===== src/hdl/sha1md_pkg.sv =====
// Shared types, constants and helper functions for the SHA-1 message digest block.
package sha1md_pkg;

   localparam int NUM_WORDS = 5;
   localparam int NUM_ROUNDS = 80;
   localparam int ROUNDS_PER_STAGE = 20;
   localparam int BLOCK_BITS = 512;
   localparam int LENGTH_BITS = 64;

   localparam logic [5:0] FILL_LAST = 6'd63;
   localparam logic [5:0] FILL_LENGTH_START = 6'd56;
   localparam logic [7:0] PAD_MARK_BYTE = 8'h80;
   localparam logic [2:0] LAST_WORD_INDEX = 3'd4;

   localparam logic [31:0] HASH_INIT [NUM_WORDS] = '{
      32'h67452301, 32'hEFCDAB89, 32'h98BADCFE, 32'h10325476, 32'hC3D2E1F0
   };

   typedef enum logic [1:0] {
      STAGE_CHOOSE = 2'd0,
      STAGE_PARITY_LO = 2'd1,
      STAGE_MAJORITY = 2'd2,
      STAGE_PARITY_HI = 2'd3
   } stage_type;

   typedef enum logic [1:0] {
      PUT_DATA = 2'd0,
      PUT_MARK = 2'd1,
      PUT_ZERO = 2'd2
   } put_sel_type;

   typedef enum logic [2:0] {
      ST_IDLE,
      ST_PAD_MARK,
      ST_PAD_ZERO,
      ST_LENGTH,
      ST_LOAD,
      ST_ROUND,
      ST_UPDATE,
      ST_OUTPUT
   } state_type;

   typedef struct packed {
      logic        put_en;
      put_sel_type put_sel;
      logic        count_len;
      logic        put_length;
      logic        load_work;
      logic        round_en;
      stage_type   stage;
      logic        update_hash;
      logic        out_load;
      logic [2:0]  out_index;
      logic        clear_msg;
   } dp_cmd_type;

   typedef struct packed {
      logic fill_last;
      logic fill_at_length;
   } dp_status_type;

   function automatic logic [31:0] round_const(stage_type stage);
      logic [31:0] k;
      case (stage)
         STAGE_CHOOSE:    k = 32'h5A827999;
         STAGE_PARITY_LO: k = 32'h6ED9EBA1;
         STAGE_MAJORITY:  k = 32'h8F1BBCDC;
         STAGE_PARITY_HI: k = 32'hCA62C1D6;
         default:         k = 32'h5A827999;
      endcase
      return k;
   endfunction

endpackage


===== src/hdl/sha1md_if.sv =====
// Valid/ready channel interfaces for message bytes and digest words.
interface sha1md_req_if;
   logic       valid;
   logic       ready;
   logic [7:0] data_byte;
   logic       has_byte;
   logic       end_of_message;

   modport source (output valid, output data_byte, output has_byte,
                   output end_of_message, input ready);
   modport sink (input valid, input data_byte, input has_byte,
                 input end_of_message, output ready);
endinterface

interface sha1md_rsp_if;
   logic        valid;
   logic        ready;
   logic [31:0] digest_word;
   logic [2:0]  word_index;
   logic        last_word;

   modport source (output valid, output digest_word, output word_index,
                   output last_word, input ready);
   modport sink (input valid, input digest_word, input word_index,
                 input last_word, output ready);
endinterface


===== src/hdl/sha1md_datapath.sv =====
// Datapath: byte shift buffer, message schedule, round logic and chaining words.
module sha1md_datapath (
   input  logic                   clock,
   input  logic                   reset,
   input  sha1md_pkg::dp_cmd_type cmd,
   input  logic [7:0]             data_byte,
   output sha1md_pkg::dp_status_type status,
   output logic [31:0]            digest_word
);

   logic [sha1md_pkg::BLOCK_BITS-1:0]  block_ff, block_in;
   logic [5:0]                         fill_ff, fill_in;
   logic [sha1md_pkg::LENGTH_BITS-1:0] length_ff, length_in;
   logic [31:0]                        hash_ff [sha1md_pkg::NUM_WORDS];
   logic [31:0]                        hash_in [sha1md_pkg::NUM_WORDS];
   logic [31:0]                        work_ff [sha1md_pkg::NUM_WORDS];
   logic [31:0]                        work_in [sha1md_pkg::NUM_WORDS];
   logic [31:0]                        digest_ff, digest_in;

   logic [7:0]  put_byte;
   logic [31:0] w0, w2, w8, w13, sched_x, sched_new;
   logic [31:0] f_val, temp;

   // The block is a shift register: bytes enter at the bottom, and during the
   // rounds the oldest schedule word leaves at the top.
   assign w0  = block_ff[511:480];
   assign w2  = block_ff[447:416];
   assign w8  = block_ff[255:224];
   assign w13 = block_ff[95:64];
   assign sched_x = w13 ^ w8 ^ w2 ^ w0;
   assign sched_new = {sched_x[30:0], sched_x[31]};

   always_comb begin
      case (cmd.put_sel)
         sha1md_pkg::PUT_DATA: put_byte = data_byte;
         sha1md_pkg::PUT_MARK: put_byte = sha1md_pkg::PAD_MARK_BYTE;
         sha1md_pkg::PUT_ZERO: put_byte = 8'h00;
         default:              put_byte = 8'h00;
      endcase
   end

   always_comb begin
      case (cmd.stage)
         sha1md_pkg::STAGE_CHOOSE:
            f_val = (work_ff[1] & work_ff[2]) | (~work_ff[1] & work_ff[3]);
         sha1md_pkg::STAGE_MAJORITY:
            f_val = (work_ff[1] & work_ff[2]) | (work_ff[1] & work_ff[3])
                  | (work_ff[2] & work_ff[3]);
         default:
            f_val = work_ff[1] ^ work_ff[2] ^ work_ff[3];
      endcase
   end

   assign temp = {work_ff[0][26:0], work_ff[0][31:27]} + f_val + work_ff[4]
               + sha1md_pkg::round_const(cmd.stage) + w0;

   always_comb begin
      block_in = block_ff;
      fill_in = fill_ff;
      length_in = length_ff;
      hash_in = hash_ff;
      work_in = work_ff;
      digest_in = digest_ff;

      if (cmd.put_en) begin
         block_in = {block_ff[sha1md_pkg::BLOCK_BITS-9:0], put_byte};
         fill_in = fill_ff + 6'd1;
      end
      if (cmd.count_len) begin
         length_in = length_ff + 64'd8;
      end
      if (cmd.put_length) begin
         block_in = {block_ff[sha1md_pkg::BLOCK_BITS-sha1md_pkg::LENGTH_BITS-1:0],
                     length_ff};
         fill_in = 6'd0;
      end
      if (cmd.load_work) begin
         work_in = hash_ff;
      end
      if (cmd.round_en) begin
         block_in = {block_ff[sha1md_pkg::BLOCK_BITS-33:0], sched_new};
         work_in[0] = temp;
         work_in[1] = work_ff[0];
         work_in[2] = {work_ff[1][1:0], work_ff[1][31:2]};
         work_in[3] = work_ff[2];
         work_in[4] = work_ff[3];
      end
      if (cmd.update_hash) begin
         for (int i = 0; i < sha1md_pkg::NUM_WORDS; i++) begin
            hash_in[i] = hash_ff[i] + work_ff[i];
         end
      end
      if (cmd.out_load) begin
         digest_in = hash_ff[cmd.out_index];
      end
      if (cmd.clear_msg) begin
         hash_in = sha1md_pkg::HASH_INIT;
         fill_in = 6'd0;
         length_in = '0;
      end
   end

   always_ff @(posedge clock) begin
      if (reset) begin
         fill_ff <= 6'd0;
         length_ff <= '0;
         hash_ff <= sha1md_pkg::HASH_INIT;
      end else begin
         fill_ff <= fill_in;
         length_ff <= length_in;
         hash_ff <= hash_in;
      end
   end

   always_ff @(posedge clock) begin
      block_ff <= block_in;
      work_ff <= work_in;
      digest_ff <= digest_in;
   end

   assign status.fill_last = (fill_ff == sha1md_pkg::FILL_LAST);
   assign status.fill_at_length = (fill_ff == sha1md_pkg::FILL_LENGTH_START);
   assign digest_word = digest_ff;

endmodule


===== src/hdl/sha1md_ctrl.sv =====
// Controller: sequences byte intake, padding, the eighty rounds and digest output.
module sha1md_ctrl (
   input  logic                      clock,
   input  logic                      reset,
   input  logic                      req_valid,
   output logic                      req_ready,
   input  logic                      has_byte,
   input  logic                      end_of_message,
   output logic                      rsp_valid,
   input  logic                      rsp_ready,
   output logic [2:0]                word_index,
   output logic                      last_word,
   input  sha1md_pkg::dp_status_type status,
   output sha1md_pkg::dp_cmd_type    cmd
);

   sha1md_pkg::state_type state_ff, state_in;
   sha1md_pkg::state_type return_ff, return_in;
   logic [6:0] round_ff, round_in;
   logic [2:0] out_idx_ff, out_idx_in;
   logic       rsp_valid_ff, rsp_valid_in;
   logic [2:0] word_index_ff, word_index_in;
   logic       last_word_ff, last_word_in;
   logic       accept;

   assign accept = req_valid && req_ready;

   always_ff @(posedge clock) begin
      if (reset) begin
         state_ff <= sha1md_pkg::ST_IDLE;
         return_ff <= sha1md_pkg::ST_IDLE;
         round_ff <= 7'd0;
         out_idx_ff <= 3'd0;
         rsp_valid_ff <= 1'b0;
      end else begin
         state_ff <= state_in;
         return_ff <= return_in;
         round_ff <= round_in;
         out_idx_ff <= out_idx_in;
         rsp_valid_ff <= rsp_valid_in;
      end
   end

   always_ff @(posedge clock) begin
      word_index_ff <= word_index_in;
      last_word_ff <= last_word_in;
   end

   always_comb begin
      state_in = state_ff;
      return_in = return_ff;
      round_in = round_ff;
      out_idx_in = out_idx_ff;
      rsp_valid_in = rsp_valid_ff && !rsp_ready;
      word_index_in = word_index_ff;
      last_word_in = last_word_ff;
      req_ready = 1'b0;
      cmd = '0;
      cmd.put_sel = sha1md_pkg::PUT_DATA;

      if (round_ff < 7'(sha1md_pkg::ROUNDS_PER_STAGE)) begin
         cmd.stage = sha1md_pkg::STAGE_CHOOSE;
      end else if (round_ff < 7'(2 * sha1md_pkg::ROUNDS_PER_STAGE)) begin
         cmd.stage = sha1md_pkg::STAGE_PARITY_LO;
      end else if (round_ff < 7'(3 * sha1md_pkg::ROUNDS_PER_STAGE)) begin
         cmd.stage = sha1md_pkg::STAGE_MAJORITY;
      end else begin
         cmd.stage = sha1md_pkg::STAGE_PARITY_HI;
      end

      case (state_ff)
         sha1md_pkg::ST_IDLE: begin
            req_ready = 1'b1;
            if (accept) begin
               if (has_byte) begin
                  cmd.put_en = 1'b1;
                  cmd.put_sel = sha1md_pkg::PUT_DATA;
                  cmd.count_len = 1'b1;
               end
               if (has_byte && status.fill_last) begin
                  return_in = end_of_message ? sha1md_pkg::ST_PAD_MARK
                                             : sha1md_pkg::ST_IDLE;
                  state_in = sha1md_pkg::ST_LOAD;
               end else if (end_of_message) begin
                  state_in = sha1md_pkg::ST_PAD_MARK;
               end
            end
         end
         sha1md_pkg::ST_PAD_MARK: begin
            cmd.put_en = 1'b1;
            cmd.put_sel = sha1md_pkg::PUT_MARK;
            return_in = sha1md_pkg::ST_PAD_ZERO;
            state_in = status.fill_last ? sha1md_pkg::ST_LOAD : sha1md_pkg::ST_PAD_ZERO;
         end
         sha1md_pkg::ST_PAD_ZERO: begin
            if (status.fill_at_length) begin
               state_in = sha1md_pkg::ST_LENGTH;
            end else begin
               cmd.put_en = 1'b1;
               cmd.put_sel = sha1md_pkg::PUT_ZERO;
               return_in = sha1md_pkg::ST_PAD_ZERO;
               if (status.fill_last) begin
                  state_in = sha1md_pkg::ST_LOAD;
               end
            end
         end
         sha1md_pkg::ST_LENGTH: begin
            cmd.put_length = 1'b1;
            return_in = sha1md_pkg::ST_OUTPUT;
            out_idx_in = 3'd0;
            state_in = sha1md_pkg::ST_LOAD;
         end
         sha1md_pkg::ST_LOAD: begin
            cmd.load_work = 1'b1;
            round_in = 7'd0;
            state_in = sha1md_pkg::ST_ROUND;
         end
         sha1md_pkg::ST_ROUND: begin
            cmd.round_en = 1'b1;
            if (round_ff == 7'(sha1md_pkg::NUM_ROUNDS - 1)) begin
               round_in = 7'd0;
               state_in = sha1md_pkg::ST_UPDATE;
            end else begin
               round_in = round_ff + 7'd1;
            end
         end
         sha1md_pkg::ST_UPDATE: begin
            cmd.update_hash = 1'b1;
            state_in = return_ff;
         end
         sha1md_pkg::ST_OUTPUT: begin
            // A new word is loaded once the previous one has been transferred.
            if (!rsp_valid_ff || rsp_ready) begin
               cmd.out_load = 1'b1;
               cmd.out_index = out_idx_ff;
               rsp_valid_in = 1'b1;
               word_index_in = out_idx_ff;
               last_word_in = (out_idx_ff == sha1md_pkg::LAST_WORD_INDEX);
               if (out_idx_ff == sha1md_pkg::LAST_WORD_INDEX) begin
                  cmd.clear_msg = 1'b1;
                  out_idx_in = 3'd0;
                  state_in = sha1md_pkg::ST_IDLE;
               end else begin
                  out_idx_in = out_idx_ff + 3'd1;
               end
            end
         end
         default: begin
            state_in = sha1md_pkg::ST_IDLE;
         end
      endcase
   end

   assign rsp_valid = rsp_valid_ff;
   assign word_index = word_index_ff;
   assign last_word = last_word_ff;

endmodule


===== src/hdl/sha1_message_digest.sv =====
// SHA-1 digest of a byte stream. A byte that does not complete a 64-byte block is accepted
// without a stall. A byte that completes a block starts a compression in the single round
// unit: the working words are loaded, 80 rounds run at one per cycle and the results are
// added into the chaining words. End of message then puts in the padding bytes one by one,
// takes a further step once the zero padding reaches the length field, puts in the bit
// length and runs one or two further compressions, after which the five digest words
// leave one per cycle as the output register is freed. While the message is taken in the
// input side is ready; it is held off during compression, padding and digest output.
module sha1_message_digest (
   input logic        clock,
   input logic        reset,
   sha1md_req_if.sink req_if,
   sha1md_rsp_if.source rsp_if
);

   sha1md_pkg::dp_cmd_type    cmd;
   sha1md_pkg::dp_status_type status;

   sha1md_ctrl u_ctrl (
      .clock          (clock),
      .reset          (reset),
      .req_valid      (req_if.valid),
      .req_ready      (req_if.ready),
      .has_byte       (req_if.has_byte),
      .end_of_message (req_if.end_of_message),
      .rsp_valid      (rsp_if.valid),
      .rsp_ready      (rsp_if.ready),
      .word_index     (rsp_if.word_index),
      .last_word      (rsp_if.last_word),
      .status         (status),
      .cmd            (cmd)
   );

   sha1md_datapath u_datapath (
      .clock       (clock),
      .reset       (reset),
      .cmd         (cmd),
      .data_byte   (req_if.data_byte),
      .status      (status),
      .digest_word (rsp_if.digest_word)
   );

endmodule


===== src/flat_wrapper.sv =====
// flat-port wrapper written by rule: the top's interface ports become plain ports
module sha1_message_digest_flat 
  (clock, reset, req_if_valid, req_if_data_byte, req_if_has_byte, req_if_end_of_message, req_if_ready, rsp_if_valid, rsp_if_digest_word, rsp_if_word_index, rsp_if_last_word, rsp_if_ready);
  sha1md_req_if req_if_i ();
  sha1md_rsp_if rsp_if_i ();
  input logic clock;
  input logic reset;
  input wire logic [$bits(req_if_i.valid)-1:0] req_if_valid;
  input wire logic [$bits(req_if_i.data_byte)-1:0] req_if_data_byte;
  input wire logic [$bits(req_if_i.has_byte)-1:0] req_if_has_byte;
  input wire logic [$bits(req_if_i.end_of_message)-1:0] req_if_end_of_message;
  output wire logic [$bits(req_if_i.ready)-1:0] req_if_ready;
  output wire logic [$bits(rsp_if_i.valid)-1:0] rsp_if_valid;
  output wire logic [$bits(rsp_if_i.digest_word)-1:0] rsp_if_digest_word;
  output wire logic [$bits(rsp_if_i.word_index)-1:0] rsp_if_word_index;
  output wire logic [$bits(rsp_if_i.last_word)-1:0] rsp_if_last_word;
  input wire logic [$bits(rsp_if_i.ready)-1:0] rsp_if_ready;
  assign req_if_i.valid = req_if_valid;
  assign req_if_i.data_byte = req_if_data_byte;
  assign req_if_i.has_byte = req_if_has_byte;
  assign req_if_i.end_of_message = req_if_end_of_message;
  assign req_if_ready = req_if_i.ready;
  assign rsp_if_valid = rsp_if_i.valid;
  assign rsp_if_digest_word = rsp_if_i.digest_word;
  assign rsp_if_word_index = rsp_if_i.word_index;
  assign rsp_if_last_word = rsp_if_i.last_word;
  assign rsp_if_i.ready = rsp_if_ready;
  sha1_message_digest u_core (.clock(clock), .reset(reset), .req_if(req_if_i), .rsp_if(rsp_if_i));
endmodule

===== config.mk =====
export PLATFORM = sky130hd
export DESIGN_NAME = sha1_message_digest_flat
export DESIGN_NICKNAME = d
export VERILOG_FILES = /design/src/hdl/sha1md_pkg.sv /design/src/hdl/sha1md_if.sv /design/src/hdl/sha1md_datapath.sv /design/src/hdl/sha1md_ctrl.sv /design/src/hdl/sha1_message_digest.sv /design/src/flat_wrapper.sv
export SDC_FILE = /design/constraint.sdc
export NUM_CORES = 2
export LEC_CHECK = 0
export BUFFER_PORTS_ARGS = -buffer_cell sky130_fd_sc_hd__buf_2
export CELL_PAD_IN_SITES_DETAIL_PLACEMENT = 1
export CELL_PAD_IN_SITES_GLOBAL_PLACEMENT = 2
export CORE_MARGIN = 2
export CORE_UTILIZATION = 42
export CTS_CLUSTER_SIZE = 40
export DETAILED_ROUTE_END_ITERATION = 8
export PLACE_DENSITY = 0.86
export SLEW_MARGIN = 20
export SYNTH_ARGS = -nofsm -noshare
export SYNTH_HDL_FRONTEND = slang
export SYNTH_SLANG_ARGS = --single-unit

===== constraint.sdc =====
create_clock -name clock -period 16.75 [get_ports clock]
set_clock_uncertainty 0.15 [all_clocks]
set_input_delay 0.8375 -clock clock [delete_from_list [all_inputs] [get_ports clock]]
set_output_delay 0.8375 -clock clock [all_outputs]
set_load 0.005 [all_outputs]

==> metrics <==
status=finished, final reports clean; busiest layer in global routing=met2; Syn Inst Count=5897; io pins=52; Slew Limit Fails=0; Power Total=9.38 mW; Mean Syn Cell Area=9.44 um^2; Layout area overhead=9.83%; Setup violations, final=0; fraction of layout cells with a size suffix above 1=5.44%; Die ar.=0.135 mm^2; EDFF count, synth=708; global-route wire length before repair=279 mm; f_max=135 MHz; VDD IR max=114 uV; DR vias/cell=5.86; Syn Nets=6240; WL/cell=23.7 um; fin crit share=44.2%; met2 usage=45.5%; Total GRT Usage=26.3%; post-route DRC violation count=0; Post-CTS Resized=0; Slew HR=23.6%; minimum clock period=7.40 ns; area of the multi-input gates=0.0272 mm^2; Synth area leaders=edfxtp_1 38%, nand2_1 10%, dfxtp_1 8.8%; 1st-iter DRT viols=3662; initial core utilization=42.3%; Hold Crit Class=in2reg; Rows=133; most frequent cell after synthesis=nand2_1; CTS clk-pin slew, worst paths=0.06 ns; CTS tree=built; Reg area=0.0262 mm^2; # port buffers=51; Worst Max-Slew Pin Slew=1.14 ns; fin nets=6131; Leakage=24.8 nW; Routed WL=181 mm; RSZ-0062 raised after global routing=false; initial antenna violation count=1; CTS Buf Count=110; n_diodes=0; clock tree buffer depth=3; Worst Path Required=17.04 ns; Mapped Area=0.0556 mm^2; Post-CTS Setup Bufs=0; Core ar.=0.131 mm^2; Main synth FF type=edfxtp_1; # H-tree levels=3; vias in the first global route=46400; Detailed Place HPWL=126 mm; Worst EP arrival=7.69 ns; worst hold slack=0.271 ns; Cell variety after synth=79; worst-path maximum fanout=60; TNS Setup=0 ns; Initial DRT Pass Iterations=5; Yosys reg bits=952; Ys Warns=0; sequential share of the synthesized area=47.0%; CTS root buf=clkbuf_16; Placer Congestion=0.914; area leader, netlist=edfxtp_1; Worst Setup End Kind=register; Die Ht=368 um; vias post-DR=44700; CP startpoint kind=register; gr ovfl total=0; met3 GRT Util=3.06%; Post-synth top cells=1521 x nand2_1, 708 x edfxtp_1, 506 x a22oi_1; Yosys top cell area share=38.2%; Final WS setup=9.35 ns; Cell Pwr Density=154 mW/mm^2; largest net degree at the start of global routing=236; fillcell total=14900; Fin. Hold Viols=0; reported max-cap violation count=0; antenna violation net count after detailed routing=0; critical path type=reg2reg; clk_lat worst skew=0.75 ns; CTS Hold Buffers Added=0; Die Wd=368 um; met1 usage=33.6%; # clock sinks=952; ys async rst share=0%; dpl ws=9.03 ns
[critical path, stage by stage (launching register included)]
cell and delay (ns):
dfxtp_1 0.43, nor2_1 0.06, o21ai_0 0.24, a221o_2 0.21, buf_4 0.50, inv_1 0.20
ha_1 0.30, inv_1 0.59, buf_4 0.41, o22ai_1 0.11, o21ai_0 0.25, fa_1 0.50
fa_1 0.56, inv_1 0.05, ha_1 0.34, a21o_1 0.18, a21oi_1 0.16, o21bai_1 0.08
a31oi_1 0.18, o22a_1 0.23, o211ai_1 0.18, o31a_1 0.31, or4_1 0.41, a31oi_1 0.20
xor2_1 0.15, o21ai_0 0.08
[logic make-up after synthesis]
logic type	Yosys count	share of synthesized area (%)
multiplexers	68	1.23
AO/OA/AOI/OAI	1600	18.9
adder cells (fa/ha/maj)	329	9.08
flip-flops	952	47.0
AND/OR/NAND/NOR	2022	14.9
buffers and inverters	631	4.31
XOR/XNOR	295	4.64
[where the power goes]
group	internal (mW)	switching (mW)
clock	1.44	1.05
combinational	1.13	1.82
sequential	3.35	0.585
total	5.92	3.46
[final timing paths]
| check | from | end | slack, ns | depth (start not counted) |
|---|---|---|---|---|
| setup / recovery | u_core.u_ctrl.round_ff[3] | u_core.u_datapath.work_ff[158] | 9.35 | 25 |
| hold reg to reg | u_core.u_ctrl.return_ff[0] | u_core.u_ctrl.return_ff[0] | 0.31 | 2 |
| hold / removal | rsp_if_ready | u_core.u_ctrl.rsp_valid | 0.27 | 3 |
| setup reg to reg | u_core.u_ctrl.round_ff[3] | u_core.u_datapath.work_ff[158] | 9.35 | 25 |
[cells in the final DEF, fill, tap and decap left out, types with 54 or more instances in the layout]
| cell | instances |
|---|---|
| nand2_1 | 1519 |
| edfxtp_1 | 708 |
| a22oi_1 | 506 |
| o21ai_0 | 305 |
| a21oi_1 | 300 |
| inv_1 | 295 |
| dfxtp_1 | 241 |
| ha_1 | 204 |
| nor2_1 | 200 |
| xnor2_1 | 188 |
| fa_1 | 125 |
| a21o_1 | 113 |
| clkbuf_16 | 113 |
| xor2_1 | 107 |
| a211oi_1 | 70 |
| nand3_1 | 66 |
| mux2i_1 | 65 |
| o22ai_1 | 60 |
| buf_4 | 54 |
[flip-flops by register name, indices dropped and copies added, names as in the netlist]
signal,cells
u_core.u_datapath.fill_ff,6
u_core.u_datapath.hash_ff,160
u_core.u_ctrl.out_idx_ff,3
u_core.u_datapath.block_ff,512
u_core.u_datapath.work_ff,160
u_core.u_ctrl.word_index,3
u_core.u_datapath.digest_word,32
u_core.u_ctrl.last_word,1
u_core.u_ctrl.round_ff,7
u_core.u_ctrl.state_ff,3
u_core.u_ctrl.rsp_valid,1
u_core.u_ctrl.return_ff,3
u_core.u_datapath.length_ff,61
[stage by stage]
| step | util (%) | cells | cell area (um^2) |
|---|---|---|---|
| floorplan | - | 5897 | 55600 |
| global placement | 43.6 | 7430 | 57400 |
| detailed placement | 43.6 | 7430 | 57400 |
| CTS | 46.5 | 7638 | 61100 |
| global route | 46.5 | 7639 | 61100 |
| finish | 46.5 | 7639 | 61100 |
[layer usage]
metal	part of all wire (%)	vias to the layer above
li1	-	20800
met1	43	22800
met2	50	863
met3	3.6	292
met4	3.9	2
met5	0.0083	-
[final cells by class]
type | instances | area share, %
multi-input combinational | 4314 | 44.5
sequential | 952 | 42.8
clock buffer | 152 | 5.11
tap | 1755 | 3.59
inverter | 302 | 1.86
timing repair buffer | 108 | 1.19
clock inverter | 56 | 0.964
No activity file was read; power rests on OpenSTA's default activity.
